<file path="src/design/hcbp_pkg.sv">
// ----------------------------------------------------------------------------
// Huffman code bit packer package
// Shared widths, function codes and control types of the code bit packer.
// ----------------------------------------------------------------------------
package hcbp_pkg;

  // Default configuration of the block.
  localparam int MAX_CODE_LEN = 32;
  localparam int SYMBOL_COUNT = 256;

  // Fixed field widths of the channels.
  localparam int FUNC_W        = 2;
  localparam int SYMBOL_W      = 8;
  localparam int CODE_BITS_W   = 32;
  localparam int CODE_LENGTH_W = 6;
  localparam int BYTE_W        = 8;
  localparam int TOTAL_W       = 40;

  // Width of the bit accumulator that holds not yet emitted bits.
  localparam int PEND_W  = 7;
  localparam int PCOUNT_W = 3;

  // Function codes of an input item.
  localparam logic [FUNC_W-1:0] FUNC_WRITE  = 2'd0;
  localparam logic [FUNC_W-1:0] FUNC_ENCODE = 2'd1;
  localparam logic [FUNC_W-1:0] FUNC_FLUSH  = 2'd2;

  // Control of the lookup stage, handed to the packer.
  typedef struct packed {
    logic valid;
    logic flush;
  } s1_ctrl_t;

endpackage

</file>
<file path="src/design/hcbp_if.sv">


interface hcbp_out_if;
  logic                            valid;
  logic                            ready;
  logic [hcbp_pkg::BYTE_W-1:0]     packed_byte;
  logic                            byte_valid;
  logic [hcbp_pkg::TOTAL_W-1:0]    total_bits;
  logic                            is_final;

  modport source (output valid, packed_byte, byte_valid, total_bits, is_final, input ready);
  modport sink   (input valid, packed_byte, byte_valid, total_bits, is_final, output ready);
endinterface

</file>
<file path="src/design/hcbp_packer.sv">
// ----------------------------------------------------------------------------
// Huffman bit packer
// Appends codes to the bit accumulator and sends completed bytes one a cycle while the receiver is ready.
// ----------------------------------------------------------------------------
module hcbp_packer #(
  parameter int MAX_CODE_LEN = hcbp_pkg::MAX_CODE_LEN,
  localparam int CODE_W = (MAX_CODE_LEN < 32) ? MAX_CODE_LEN : 32,
  localparam int LEN_W  = $clog2(CODE_W + 1)
) (
  input  logic               clk,
  input  logic               rst,
  input  hcbp_pkg::s1_ctrl_t s1_ctrl,
  input  logic [CODE_W-1:0]  rd_code,
  input  logic [LEN_W-1:0]   rd_len,
  output logic               s1_take,
  hcbp_out_if.source         out_ch
);

  localparam int ACC_W     = CODE_W + hcbp_pkg::PEND_W;
  localparam int MAX_BYTES = ACC_W / 8;
  localparam int BUF_W     = 8 * (MAX_BYTES + 1);
  localparam int TOT_W     = $clog2(ACC_W + 1);
  localparam int SH_W      = $clog2(BUF_W + 1);
  localparam int CNT_W     = $clog2(MAX_BYTES + 1);

  logic [hcbp_pkg::PEND_W-1:0]   pending;
  logic [hcbp_pkg::PCOUNT_W-1:0] pcount;
  logic [hcbp_pkg::TOTAL_W-1:0]  bit_total;

  logic [hcbp_pkg::BYTE_W-1:0]   bytes [MAX_BYTES];
  logic [CNT_W-1:0]              bcnt;
  logic                          bfinal;
  logic                          bflag;
  logic [hcbp_pkg::TOTAL_W-1:0]  btotal;

  logic                          free;
  logic [CODE_W-1:0]             cmask;
  logic [ACC_W-1:0]              acc;
  logic [TOT_W-1:0]              total;
  logic [BUF_W-1:0]              aligned;
  logic [2:0]                    rem;
  logic [hcbp_pkg::PEND_W-1:0]   pend_next;
  logic [hcbp_pkg::BYTE_W-1:0]   flush_byte;

  assign free    = (bcnt == '0) || ((bcnt == CNT_W'(1)) && out_ch.ready);
  assign s1_take = s1_ctrl.valid && free;

  // New bits go below the pending ones; the whole run is then aligned to the
  // top of the byte window so that byte k sits at a fixed place.
  assign cmask     = ~({CODE_W{1'b1}} << rd_len);
  assign acc       = (ACC_W'(pending) << rd_len) | ACC_W'(rd_code & cmask);
  assign total     = TOT_W'(pcount) + TOT_W'(rd_len);
  assign aligned   = BUF_W'(acc) << (SH_W'(BUF_W) - SH_W'(total));
  assign rem       = total[2:0];
  assign pend_next = hcbp_pkg::PEND_W'(acc) & ~({hcbp_pkg::PEND_W{1'b1}} << rem);
  assign flush_byte = {1'b0, pending} << (4'd8 - 4'(pcount));

  always_ff @(posedge clk) begin
    if (rst) begin
      pending   <= '0;
      pcount    <= '0;
      bit_total <= '0;
      bcnt      <= '0;
      bfinal    <= 1'b0;
    end else if (s1_take) begin
      if (s1_ctrl.flush) begin
        bcnt      <= CNT_W'(1);
        bfinal    <= 1'b1;
        pending   <= '0;
        pcount    <= '0;
        bit_total <= '0;
      end else begin
        bcnt      <= CNT_W'(total >> 3);
        bfinal    <= 1'b0;
        pending   <= pend_next;
        pcount    <= rem;
        bit_total <= bit_total + hcbp_pkg::TOTAL_W'(rd_len);
      end
    end else if (out_ch.valid && out_ch.ready) begin
      bcnt <= bcnt - CNT_W'(1);
    end
  end

  always_ff @(posedge clk) begin
    if (s1_take) begin
      if (s1_ctrl.flush) begin
        bytes[0] <= flush_byte;
        bflag    <= (pcount != '0);
        btotal   <= bit_total;
      end else begin
        for (int k = 0; k < MAX_BYTES; k++) begin
          bytes[k] <= aligned[BUF_W-1-8*k -: 8];
        end
      end
    end else if (out_ch.valid && out_ch.ready) begin
      for (int k = 0; k < MAX_BYTES - 1; k++) begin
        bytes[k] <= bytes[k+1];
      end
      bytes[MAX_BYTES-1] <= '0;
    end
  end

  assign out_ch.valid       = (bcnt != '0);
  assign out_ch.packed_byte = bytes[0];
  assign out_ch.byte_valid  = bfinal ? bflag : 1'b1;
  assign out_ch.total_bits  = bfinal ? btotal : '0;
  assign out_ch.is_final    = bfinal;

endmodule

</file>
<file path="src/flat_wrapper.sv">
// flat-port wrapper written by rule: the top's interface ports become plain ports
module hcbp_packer_flat 
#(
  parameter int MAX_CODE_LEN = hcbp_pkg::MAX_CODE_LEN,
  localparam int CODE_W = (MAX_CODE_LEN < 32) ? MAX_CODE_LEN : 32,
  localparam int LEN_W  = $clog2(CODE_W + 1)
)
  (clk, rst, s1_ctrl, rd_code, rd_len, s1_take, out_ch_valid, out_ch_packed_byte, out_ch_byte_valid, out_ch_total_bits, out_ch_is_final, out_ch_ready);
  hcbp_out_if out_ch_i ();
  input  logic clk;
  input  logic rst;
  input  hcbp_pkg::s1_ctrl_t s1_ctrl;
  input  logic [CODE_W-1:0] rd_code;
  input  logic [LEN_W-1:0] rd_len;
  output logic s1_take;
  output wire logic [$bits(out_ch_i.valid)-1:0] out_ch_valid;
  output wire logic [$bits(out_ch_i.packed_byte)-1:0] out_ch_packed_byte;
  output wire logic [$bits(out_ch_i.byte_valid)-1:0] out_ch_byte_valid;
  output wire logic [$bits(out_ch_i.total_bits)-1:0] out_ch_total_bits;
  output wire logic [$bits(out_ch_i.is_final)-1:0] out_ch_is_final;
  input wire logic [$bits(out_ch_i.ready)-1:0] out_ch_ready;
  assign out_ch_valid = out_ch_i.valid;
  assign out_ch_packed_byte = out_ch_i.packed_byte;
  assign out_ch_byte_valid = out_ch_i.byte_valid;
  assign out_ch_total_bits = out_ch_i.total_bits;
  assign out_ch_is_final = out_ch_i.is_final;
  assign out_ch_i.ready = out_ch_ready;
  hcbp_packer #(.MAX_CODE_LEN(MAX_CODE_LEN)) u_core (.clk(clk), .rst(rst), .s1_ctrl(s1_ctrl), .rd_code(rd_code), .rd_len(rd_len), .s1_take(s1_take), .out_ch(out_ch_i));
endmodule
</file>
<file path="config.mk">
export PLATFORM = sky130hd
export DESIGN_NAME = hcbp_packer_flat
export DESIGN_NICKNAME = d
export VERILOG_FILES = /design/src/design/hcbp_pkg.sv /design/src/design/hcbp_if.sv /design/src/design/hcbp_packer.sv /design/src/flat_wrapper.sv
export SDC_FILE = /design/constraint.sdc
export NUM_CORES = 1
export LEC_CHECK = 0
export BUFFER_PORTS_ARGS = -buffer_cell sky130_fd_sc_hd__buf_4
export CORE_UTILIZATION = 59
export DETAILED_ROUTE_END_ITERATION = 8
export PLACE_DENSITY = 0.79
export REMOVE_ABC_BUFFERS = 1
export SLEW_MARGIN = 0
export SYNTH_ARGS = -nofsm -noshare
export SYNTH_HDL_FRONTEND = slang
export SYNTH_SLANG_ARGS = --single-unit
</file>
<file path="constraint.sdc">
create_clock -name clk -period 9.3 [get_ports clk]
set_input_delay 0.93 -clock clk [delete_from_list [all_inputs] [get_ports clk]]
set_output_delay 0.93 -clock clk [all_outputs]
set_load 0.005 [all_outputs]
</file>
Word-level counts from Yosys, hierarchy flattened:

Memories as Yosys holds them, arrays and structs flattened.
Index checks and enable logic that the tools add are counted.

* register bits: 95
* RAM bits: 32
* bits of input ports: 43
* output and inout bits: 52
* word-level logic and storage cells: 60
* memories kept: 1

* $add $sub $neg: 5
* equality and inequality tests: 1
* shifts and indexed selects: 5
* mux-type cells: 22
* bitwise gates (word level): 10
* reductions and logical operators: 9

Memory list
* u_core.bytes: words 4, width 8, read ports 4, clocked after Yosys merged registers in 0, wr ports 4, RTL line hcbp_packer.sv:30 `logic [hcbp_pkg::BYTE_W-1:0] bytes [MAX_BYTES];`

Operator list (count)
* $mux W40: 2
* $add A40 B6 Y40: 1
* $mux W8: 5
* $shl A39 B6 Y40: 1
* $or A39 B39 Y39: 1
* $shl A7 B6 Y39: 1
* $and A32 B32 Y32: 1
* $not A32 Y32: 1
* $shl A32 B6 Y32 const A: 1
* $mux W3: 4
* $mux W1: 10
* $shl A7 B4 Y8: 1
* $and A7 B7 Y7: 1
* $mux W7: 1
* $not A7 Y7: 1
* $shl A7 B3 Y7 const A: 1
* $add A3 B6 Y6: 1
* $reduce_bool A3 Y1: 2
* $sub A6 B6 Y6 const A: 1
* $or A1 B1 Y1: 5
* $sub A4 B3 Y4 const A: 1
* $eq A3 B1 Y1 const B: 1
* $logic_and A1 B1 Y1: 3
* $logic_not A3 Y1: 1
* 4 further kinds: 4

Depth between registers and ports, before layout:

Gate-level depths: netlist (run 1).

* word-level depth: 8
* mapped depth: 16
* gate-level depth less buffers: 13

Least setup slack after synthesis (run 1):

Ideal clock, no wire load.

* path type: input to register
* start: input rd_len[0]
* end: memory u_core.bytes[0][13] (netlist name), data pin
* library setup time: 0.257 ns
* data arrival time: 4.497 ns
* data required time: 9.043 ns
* setup slack: 4.546 ns
* cell stages on the path: 14
* buffers on the path: 5
* cells stage by stage: ha_1 clkinv_1 buf_1 buf_1 ha_1 ha_1 clkbuf_1 inv_1 buf_1 clkbuf_1 a32oi_1 a222oi_1 o211ai_1 a32o_1

RTL lines
* from (decl): RTL line flat_wrapper.sv:14 `input logic [LEN_W-1:0] rd_len;`
* to (decl): RTL line hcbp_packer.sv:30

==> impl_metrics.env, run 1 <==
export IMPL_status="finished, final reports clean"
export IMPL_wl_per_cell_um=24.0
export IMPL_antenna_found_initial=0
export IMPL_cp_end_kind="flip-flop"
export IMPL_cts_tree="done"
export IMPL_maxCapViolations=0
export IMPL_gr_total_overflow=0
export IMPL_portBuffers=94
export IMPL_reg2reg_from="u_core.pcount[0]"
export IMPL_p_per_area_nw_per_um2=250
export IMPL_placed_area_um2=10800
export IMPL_routed_wl_um=34700
export IMPL_area_growth_pct=12.1
export IMPL_synth_edff_count=73
export IMPL_yosys_warnings=0
export IMPL_worst_slew_pin_slew_ps=1080
export IMPL_syn_instance_count=1189
export IMPL_cts_sinks=127
export IMPL_seq_area_um2=3270
export IMPL_finalMaxSlewViolations=0
export IMPL_initial_core_util_pct=60.8
export IMPL_final_cell_area_um2=11300
export IMPL_fin_skew_ps=11.5
export IMPL_crit_start="rd_len[0]"
export IMPL_period_share_pct=56.0
export IMPL_dp_final_hpwl_um=24600
export IMPL_path_class="in -> reg"
export IMPL_ys_ff_latch=127
export IMPL_final_util_pct=68.2
export IMPL_holdWs_ps=466
export IMPL_r2r_end="u_core.bytes[0][2]"
export IMPL_ant_nets=0
export IMPL_cts_resized=0
export IMPL_drcViolationCount=0
export IMPL_cts_clk_slew_worst_paths_ps=70
export IMPL_die_h_um=133
export IMPL_cts_max_path_buffers=2
export IMPL_multiInputGateArea_um2=6320
export IMPL_path_max_fanout=43
export IMPL_fin_tns_setup_ps=0
export IMPL_grt_util_all_layers_pct=39.5
export IMPL_vias_per_cell=7.15
export IMPL_seq_area_frac_synth_pct=32.3
export IMPL_cts_made_buffers=17
export IMPL_setup_violations=0
export IMPL_cts_hold_buf=0
export IMPL_post_cts_buffers=0
export IMPL_clk_latency_ps=430
export IMPL_num_vias=10300
export IMPL_die_area_um2=17700
export IMPL_ff2ff_path_depth=13
export IMPL_fillCellCount=1341
export IMPL_h_tree_depth=4
export IMPL_arrival_ps=5380
export IMPL_cp_start_kind="input port"
export IMPL_leakagePower_nw=4.10
export IMPL_clock_fmax_ghz=0.192
export IMPL_vdd_drop_max_mv=0.177
export IMPL_async_flop_share_pct=0
export IMPL_gp_congestion=1.01
export IMPL_first_pass_iters=6
export IMPL_grt_max_degree=54
export IMPL_synth_cell_types=82
export IMPL_grt_pass1_wl_um=53900
export IMPL_crit_path_end="u_core.bytes[0][2]"
export IMPL_n_antenna_cell=0
export IMPL_synth_flop_cell="edfxtp_1"
export IMPL_num_rows=47
export IMPL_drive_gt1_share_pct=15.5
export IMPL_drt_initial_drc_count=1340
export IMPL_rsz0062_at_grt="false"
export IMPL_nets=1275
export IMPL_avgSynthCellArea_um2=8.52
export IMPL_relSlewSlack_pct=28.2
export IMPL_coreArea_um2=16600
export IMPL_required_ps=9480
export IMPL_hold_class="reg -> reg"
export IMPL_clockRootBuffer="clkbuf_16"
export IMPL_grt_pass1_vias=9582
export IMPL_num_io_pins=95
export IMPL_synthesis_area_um2=10100
export IMPL_finalCriticalPeriod_ps=5200
export IMPL_hold_violations=0
export IMPL_die_w_um=133
export IMPL_ff2ff_setup_slack_ps=4410
## worst min path at each step
stage                         start           endpoint  slack, ps  cells past startpoint
5_1_grt        u_core.bit_total[39]  u_core.btotal[39]        480                      0
4_1_cts        u_core.bit_total[39]  u_core.btotal[39]        460                      0
3_3_place_gp   u_core.bit_total[39]  u_core.btotal[39]        440                      0
2_1_floorplan  u_core.bit_total[39]  u_core.btotal[39]        430                      0
6_report       u_core.bit_total[39]  u_core.btotal[39]        470                      0
3_5_place_dp   u_core.bit_total[39]  u_core.btotal[39]        450                      0
## cells in the final DEF (no fill, tap or decap), drive strengths merged, types with 16 or more instances in the layout
master  netlist  layout
o22ai        26      26
nand3        27      27
nand2        90      90
a211oi       20      20
mux2         16      16
xnor2        34      34
clkbuf       78      17
buf          26     108
nor3         46      46
mux2i        24      24
and3         19      19
o211ai       18      18
and2         55      55
nor2        114     114
a21oi        59      59
nor4         16      16
edfxtp       73      73
inv          28      39
a22oi        18      18
o21ai        59      59
ha           18      18
dfxtp        54      54
mux4         18      18
## layer usage
metal  vias to the layer above  global-route usage [%]  part of all wire, %
met3                       145                    7.32                   10
met1                      4857                    50.6                   38
met2                       744                    63.6                   46
li1                       4588                       -                    -
met5                         -                       0                    0
met4                         0                    20.8                  5.3
## sequential cells by signal, summed over array words and instances, names as in the netlist
register / flops
u_core.bflag: 1
u_core.bytes: 32
u_core.bcnt: 3
u_core.out_ch.is_final: 1
u_core.pcount: 3
u_core.btotal: 40
u_core.bit_total: 40
u_core.pending: 7
## Yosys cell counts (17+ instances only)
cell type / n / area share (%)
xnor2_1: 34 / 2.9
and3_1: 19 / 1.2
mux4_2: 17 / 3.8
dfxtp_1: 54 / 11
a21oi_1: 59 / 2.9
o211ai_1: 18 / 1.3
clkbuf_1: 77 / 2.9
nand2_1: 90 / 3.3
inv_1: 28 / 1.0
edfxtp_1: 73 / 22
mux2i_1: 24 / 2.4
and2_1: 54 / 3.3
ha_1: 18 / 2.2
a22oi_1: 18 / 1.3
nor2_1: 114 / 4.2
o22ai_1: 26 / 1.6
o21ai_0: 57 / 2.8
a211oi_1: 20 / 1.5
nand3_1: 27 / 1.3
nor3_1: 45 / 2.2
## final cells by class
type	count	area share [%]
multi-input combinational	929	55.7
sequential	127	28.8
timing repair buffer	108	7.14
clock buffer	17	3.75
tap	220	2.43
clock inverter	15	1.19
inverter	29	0.959
## cell families (layout without fill, tap and decap cells)
| logic type | after synthesis | after routing | share of synthesized area (%) |
|---|---|---|---|
| compound gates | 354 | 354 | 24.6 |
| xor+xnor | 39 | 39 | 3.37 |
| fa+ha+maj | 20 | 20 | 2.62 |
| buf+inv | 133 | 169 | 5.49 |
| flops | 127 | 127 | 32.3 |
| mux | 58 | 58 | 8.19 |
| simple gates | 458 | 458 | 23.4 |
## report_power, final
group / leakage, nW / total (mW) / switching (mW) / internal (mW)
logic: 2.69 / 1.38 / 0.892 / 0.485
registers: 1.14 / 0.820 / 0.0641 / 0.756
clock network: 0.274 / 0.641 / 0.288 / 0.353
## through the flow
step	std cells	worst slack, ps	power, mW
finish	1445	4100	2.84
global route	1445	3770	2.96
CTS	1445	4170	2.79
detailed placement	1413	3750	2.15
global placement	1413	3840	2.14
floorplan	1085	2740	1.68
## critical path, cell delays in order
cell	delay [ps]
buf_4	260
ha_1	310
fa_1	480
xor2_1	340
inv_1	130
ha_1	300
buf_4	370
inv_1	500
nand2_1	330
o22ai_1	120
a2111oi_0	600
nor3_1	90
a311o_1	290
a211o_1	280
Power figures use the tool's default switching activity.
==> run 2: changes to the inputs <==
ABC_AREA = 1   (was unset)
PLACE_DENSITY = 0.8   (was 0.79)
clock period = 4.8 ns   (was 9.3 ns; I/O delays follow)
==> impl_metrics.env, run 2 <==
export IMPL_die_h_um=129
export IMPL_status="finished, final reports clean"
export IMPL_yosys_area_top_type="edfxtp_1"
export IMPL_gr_total_overflow=0
export IMPL_num_rows=46
export IMPL_cp_start_kind="flip-flop"
export IMPL_path_class="reg -> reg"
export IMPL_maxCapViolations=0
export IMPL_dp_final_hpwl_um=22500
export IMPL_wl_per_cell_um=18.3
export IMPL_clk_latency_ps=430
export IMPL_period_share_pct=79.2
export IMPL_initial_core_util_pct=60.1
export IMPL_synthTopCellsByCount="nand3_1, nand2_1, inv_1, edfxtp_1, nor2_1"
export IMPL_area_growth_pct=13.2
export IMPL_synthesis_area_um2=9510
export IMPL_placed_area_um2=10200
export IMPL_relSlewSlack_pct=35.5
export IMPL_worst_slew_pin_slew_ps=965
export IMPL_die_w_um=129
export IMPL_final_cell_area_um2=10800
export IMPL_ys_top_cells_by_area="edfxtp_1, nand3_1, nand2_1"
export IMPL_grt_pass1_wl_um=48600
export IMPL_ant_nets=0
export IMPL_synth_cell_types=57
export IMPL_layout_commonest_cell="nand3_1"
export IMPL_required_ps=5100
export IMPL_cts_clk_slew_worst_paths_ps=60
export IMPL_finalCriticalPeriod_ps=3800
export IMPL_grt_util_all_layers_pct=38.1
export IMPL_nets=1503
export IMPL_h_tree_depth=4
export IMPL_synth_flop_cell="edfxtp_1"
export IMPL_clock_fmax_ghz=0.263
export IMPL_num_vias=10200
export IMPL_fillCellCount=1350
export IMPL_drcViolationCount=0
export IMPL_hold_class="in -> reg"
export IMPL_cts_hold_buf=0
export IMPL_ys_ff_latch=127
export IMPL_cts_resized=0
export IMPL_setup_violations=0
export IMPL_clockRootBuffer="clkbuf_16"
export IMPL_grt_pass1_vias=9505
export IMPL_fin_tns_setup_ps=0
export IMPL_avgSynthCellArea_um2=6.84
export IMPL_coreArea_um2=15800
export IMPL_hold_violations=0
export IMPL_grt_max_degree=43
export IMPL_portBuffers=94
export IMPL_vias_per_cell=6.13
export IMPL_cts_max_path_buffers=2
export IMPL_num_io_pins=95
export IMPL_fin_skew_ps=6.13
export IMPL_seq_area_frac_synth_pct=34.4
export IMPL_synth_edff_count=73
export IMPL_drt_initial_drc_count=1119
export IMPL_mostFrequentLayoutCells="nand3_1, nand2_1, inv_1, buf_4, edfxtp_1"
export IMPL_first_pass_iters=7
export IMPL_gp_congestion=0.986
export IMPL_path_max_fanout=14
export IMPL_synth_most_common_cell="nand3_1"
export IMPL_cts_made_buffers=17
export IMPL_cts_tree="done"
export IMPL_yosysTopAreaCellShare_pct=23.1
export IMPL_n_antenna_cell=0
export IMPL_routed_wl_um=30600
export IMPL_leakagePower_nw=4.75
export IMPL_die_area_um2=16600
export IMPL_finalMaxSlewViolations=0
export IMPL_syn_instance_count=1390
export IMPL_drive_gt1_share_pct=13.1
export IMPL_p_per_area_nw_per_um2=507
export IMPL_yosys_warnings=0
export IMPL_antenna_found_initial=0
export IMPL_rsz0062_at_grt="false"
export IMPL_async_flop_share_pct=0
export IMPL_reg_top3="u_core.bit_total (40), u_core.btotal (40), u_core.bytes (32)"
export IMPL_cts_sinks=127
export IMPL_post_cts_buffers=0
export IMPL_vdd_drop_max_mv=0.298
export IMPL_cp_end_kind="flip-flop"
export IMPL_arrival_ps=4100
[run 2: cell count changes in the layout (fill, tap and decap cells not counted), sizes merged, moves of 23 or more]
| cell | delta |
|---|---|
| nand3 | +317 |
| inv | +110 |
| xnor2 | -33 |
| nor3 | -23 |
| nor2 | -33 |
| and2 | -55 |
| o22ai | -24 |
| nand2 | +251 |
| mux2i | -23 |
[run 2: layout make-up]
cell class / count / area [um2] / area share (%)
clock inverters: 15 / 145 / 1.35
well taps: 216 / 270 / 2.51
multi-input cells: 1039 / 5280 / 49.1
inverters: 146 / 551 / 5.11
flip-flops and latches: 127 / 3270 / 30.4
repair buffers: 109 / 818 / 7.60
clock buffers: 17 / 425 / 3.95
[run 2: through the flow]
stage               utilization, %  setup slack, ps  std cells  hold slack, ps  power, mW
global route                  68.0              768       1669             378       5.80
detailed placement            64.4              927       1637             453       4.17
CTS                           68.0             1100       1669             370       5.41
floorplan                        -             -440       1312             423       3.24
global placement              64.4              854       1637             446       4.16
finish                        68.0             1000       1669             378       5.46
[run 2: cells by family (layout without fill, tap and decap cells)]
logic type	count (synthesis)	after routing	share of synthesized area, %
buffers and inverters	224	287	10.1
AOI/OAI and AO/OA	184	184	11.9
muxes	1	1	0.105
xor gates and xnor gates	7	7	1.12
DFF	127	127	34.4
and+or+nand+nor	827	827	39.6
adders and majority gates	20	20	2.79
[run 2: power breakdown]
part	total, mW	switching [mW]	internal, mW
sequential	1.59	0.106	1.48
combinational	2.63	1.78	0.854
clock	1.24	0.554	0.686
[run 2: worst max-delay path, stage by stage (launching register included)]
cell and delay [ps]:
dfxtp_1 440, ha_1 290, fa_1 380, or2_1 230, nand2_2 110, inv_2 70
nor2_2 130, inv_2 60, o21ai_2 160, nand2_1 90, xor2_1 160, buf_4 240
inv_1 70, nor2_2 480, inv_1 240, a31oi_1 350, a22o_1 170
[run 2: per-layer routing]
layer,global-route usage (%),up-vias,routed length [um]
met4,20.8,0,1570
met1,44.9,4619,12000
met2,64.8,618,14600
li1,-,4866,-
met5,0,-,0
met3,7.98,129,2470
[run 2: path summary, 6_finish.rpt]
check | startpoint | endpoint | slack (ps) | depth (start not counted)
hold / removal | rst | u_core.bit_total[4] | 380 | 2
setup / recovery | u_core.pcount[0] | u_core.bytes[0][12] | 1000 | 16
hold reg to reg | u_core.bit_total[39] | u_core.btotal[39] | 470 | 0
setup reg to reg | u_core.pcount[0] | u_core.bytes[0][12] | 1000 | 16
==> run 3: changes to the inputs <==
ABC_AREA = 0   (was 1)
PLACE_DENSITY = 0.79   (was 0.8)
clock period = 3.6 ns   (was 4.8 ns; I/O delays follow)
==> impl_metrics.env, run 3 (synthesis gave the netlist of run 1 again) <==
export IMPL_status="finished with violations"
export IMPL_violations="design-rule violations"
export IMPL_gr_total_overflow=0
export IMPL_cp_end_kind="flip-flop"
export IMPL_num_rows=47
export IMPL_period_share_pct=99.0
export IMPL_antenna_found_initial=0
export IMPL_layout_commonest_cell="buf_4"
export IMPL_crit_chain="mux4_2 -> and3_1 -> a211oi_1 -> buf_4 -> nor2_1 -> a41oi_1 -> a31oi_1 -> a221oi_2 -> o31ai_1"
export IMPL_hold_class="in -> reg"
export IMPL_dp_final_hpwl_um=28900
export IMPL_first_pass_iters=9
export IMPL_initial_core_util_pct=60.8
export IMPL_num_io_pins=95
export IMPL_finalMaxSlewViolations=0
export IMPL_vias_per_cell=7.28
export IMPL_die_area_um2=17700
export IMPL_clock_fmax_ghz=0.281
export IMPL_drive_gt1_share_pct=28.6
export IMPL_fillCellCount=1037
export IMPL_ff2ff_setup_slack_ps=40
export IMPL_holdWs_ps=199
export IMPL_crit_start="u_core.pending[3]"
export IMPL_wl_per_cell_um=25.7
export IMPL_relSlewSlack_pct=31.9
export IMPL_gr_usage_met1_pct=60.2
export IMPL_p_per_area_nw_per_um2=677
export IMPL_setup_violations=0
export IMPL_routed_wl_um=42100
export IMPL_r2r_end="u_core.bytes[0][0]"
export IMPL_fin_skew_ps=16.3
export IMPL_cts_made_buffers=17
export IMPL_maxCapViolations=0
export IMPL_num_vias=11900
export IMPL_nets=1466
export IMPL_coreArea_um2=16600
export IMPL_die_w_um=133
export IMPL_ff2ff_path_depth=9
export IMPL_cts_hold_buf=0
export IMPL_grt_pass1_vias=11400
export IMPL_leakagePower_nw=5.10
export IMPL_cp_start_kind="flip-flop"
export IMPL_cts_sinks=127
export IMPL_cts_tree="done"
export IMPL_final_cell_area_um2=13000
export IMPL_die_h_um=133
export IMPL_cpPeakStageDelay_ps=640
export IMPL_clockRootBuffer="clkbuf_16"
export IMPL_arrival_ps=3720
export IMPL_cp_slowest_cell="mux4_2"
export IMPL_holdPathStages=2
export IMPL_reg2reg_from="u_core.pending[3]"
export IMPL_hold_path_end="u_core.bcnt[2]"
export IMPL_vdd_drop_max_mv=0.512
export IMPL_cts_clk_slew_worst_paths_ps=60
export IMPL_fin_tns_setup_ps=0
export IMPL_grt_max_degree=44
export IMPL_grt_use_met3_pct=12.1
export IMPL_placed_area_um2=12300
export IMPL_grt_util_all_layers_pct=48.2
export IMPL_finalCriticalPeriod_ps=3560
export IMPL_multiInputGateArea_um2=6450
export IMPL_use_met2_pct=74.6
export IMPL_seq_area_um2=3270
export IMPL_area_growth_pct=28.7
export IMPL_path_max_fanout=12
export IMPL_required_ps=3760
export IMPL_hp_start="out_ch_ready"
export IMPL_hold_violations=0
export IMPL_portBuffers=94
export IMPL_gp_congestion=1.07
export IMPL_worst_slew_pin_slew_ps=1020
export IMPL_drt_initial_drc_count=1809
export IMPL_ant_nets=0
export IMPL_clk_latency_ps=440
export IMPL_cts_max_path_buffers=2
export IMPL_grt_busiest_layer="met2"
export IMPL_mostFrequentLayoutCells="buf_4, nor2_1, nand2_1, edfxtp_1, o21ai_0"
export IMPL_rsz0062_at_grt="true"
export IMPL_grt_pass1_wl_um=64900
export IMPL_path_class="reg -> reg"
export IMPL_total_power_mw=8.82
export IMPL_h_tree_depth=4
export IMPL_drcViolationCount=35
export IMPL_n_antenna_cell=0
export IMPL_reg_top3="u_core.bit_total (40), u_core.btotal (40), u_core.bytes (32)"
[run 3: cell types whose count changed in the layout (fill, tap and decap cells not counted), sizes merged, moves of 55 or more]
cell,before,now
and2,0,55
nand3,344,27
buf,109,299
inv,149,35
nand2,341,90
[run 3: final cells by class]
| type | instances | share of cell area, % |
|---|---|---|
| clock buffer | 18 | 3.46 |
| clock inverter | 14 | 1.31 |
| inverter | 29 | 0.835 |
| multi-input combinational | 929 | 49.5 |
| sequential | 127 | 25.1 |
| tap | 220 | 2.11 |
| timing repair buffer | 299 | 17.7 |
[run 3: report_power, final]
group	switching (mW)	internal, mW
registers	0.174	1.95
clock network	0.766	1.09
logic	2.81	2.03
[run 3: repair_timing]
item	in CTS	in global routing
setup endpoints to repair	2	25
buffers inserted	0	0
gates resized for setup	2	29
pin swaps	0	2
[run 3: critical path: cells and delay by family (launching register included)]
family	cells	cell delay (ps)
flip-flops	1	500
buffers and inverters	1	260
multiplexers	1	640
AND/OR/NAND/NOR	2	270
AO/OA/AOI/OAI	5	1620
[run 3: how the worst max path moves through the flow]
| stage | slack, ps | end | depth (start not counted) |
|---|---|---|---|
| finish | 40 | u_core.bytes[0][0] | 9 |
| detailed placement | -190 | u_core.bytes[0][2] | 14 |
| floorplan | -2490 | u_core.bytes[0][2] | 11 |
| CTS | 10 | u_core.bytes[0][2] | 13 |
| global placement | -200 | u_core.bytes[0][22] | 14 |
| global route | -80 | u_core.bytes[0][13] | 13 |
[run 3: metrics by stage]
step                      setup slack (ps)  std cells  util [%]
after floorplan                      -2490       1085         -
after global placement                -203       1604      73.7
after detailed placement              -194       1604      73.7
after CTS                             13.9       1636      77.5
after global routing                 -76.5       1636      78.3
final                                 37.7       1636      78.3
[run 3: metal layers]
metal	vias up	part of all wire [%]
met4	0	7.0
met3	295	13
met5	-	0
li1	4973	-
met2	1168	44
met1	5472	35
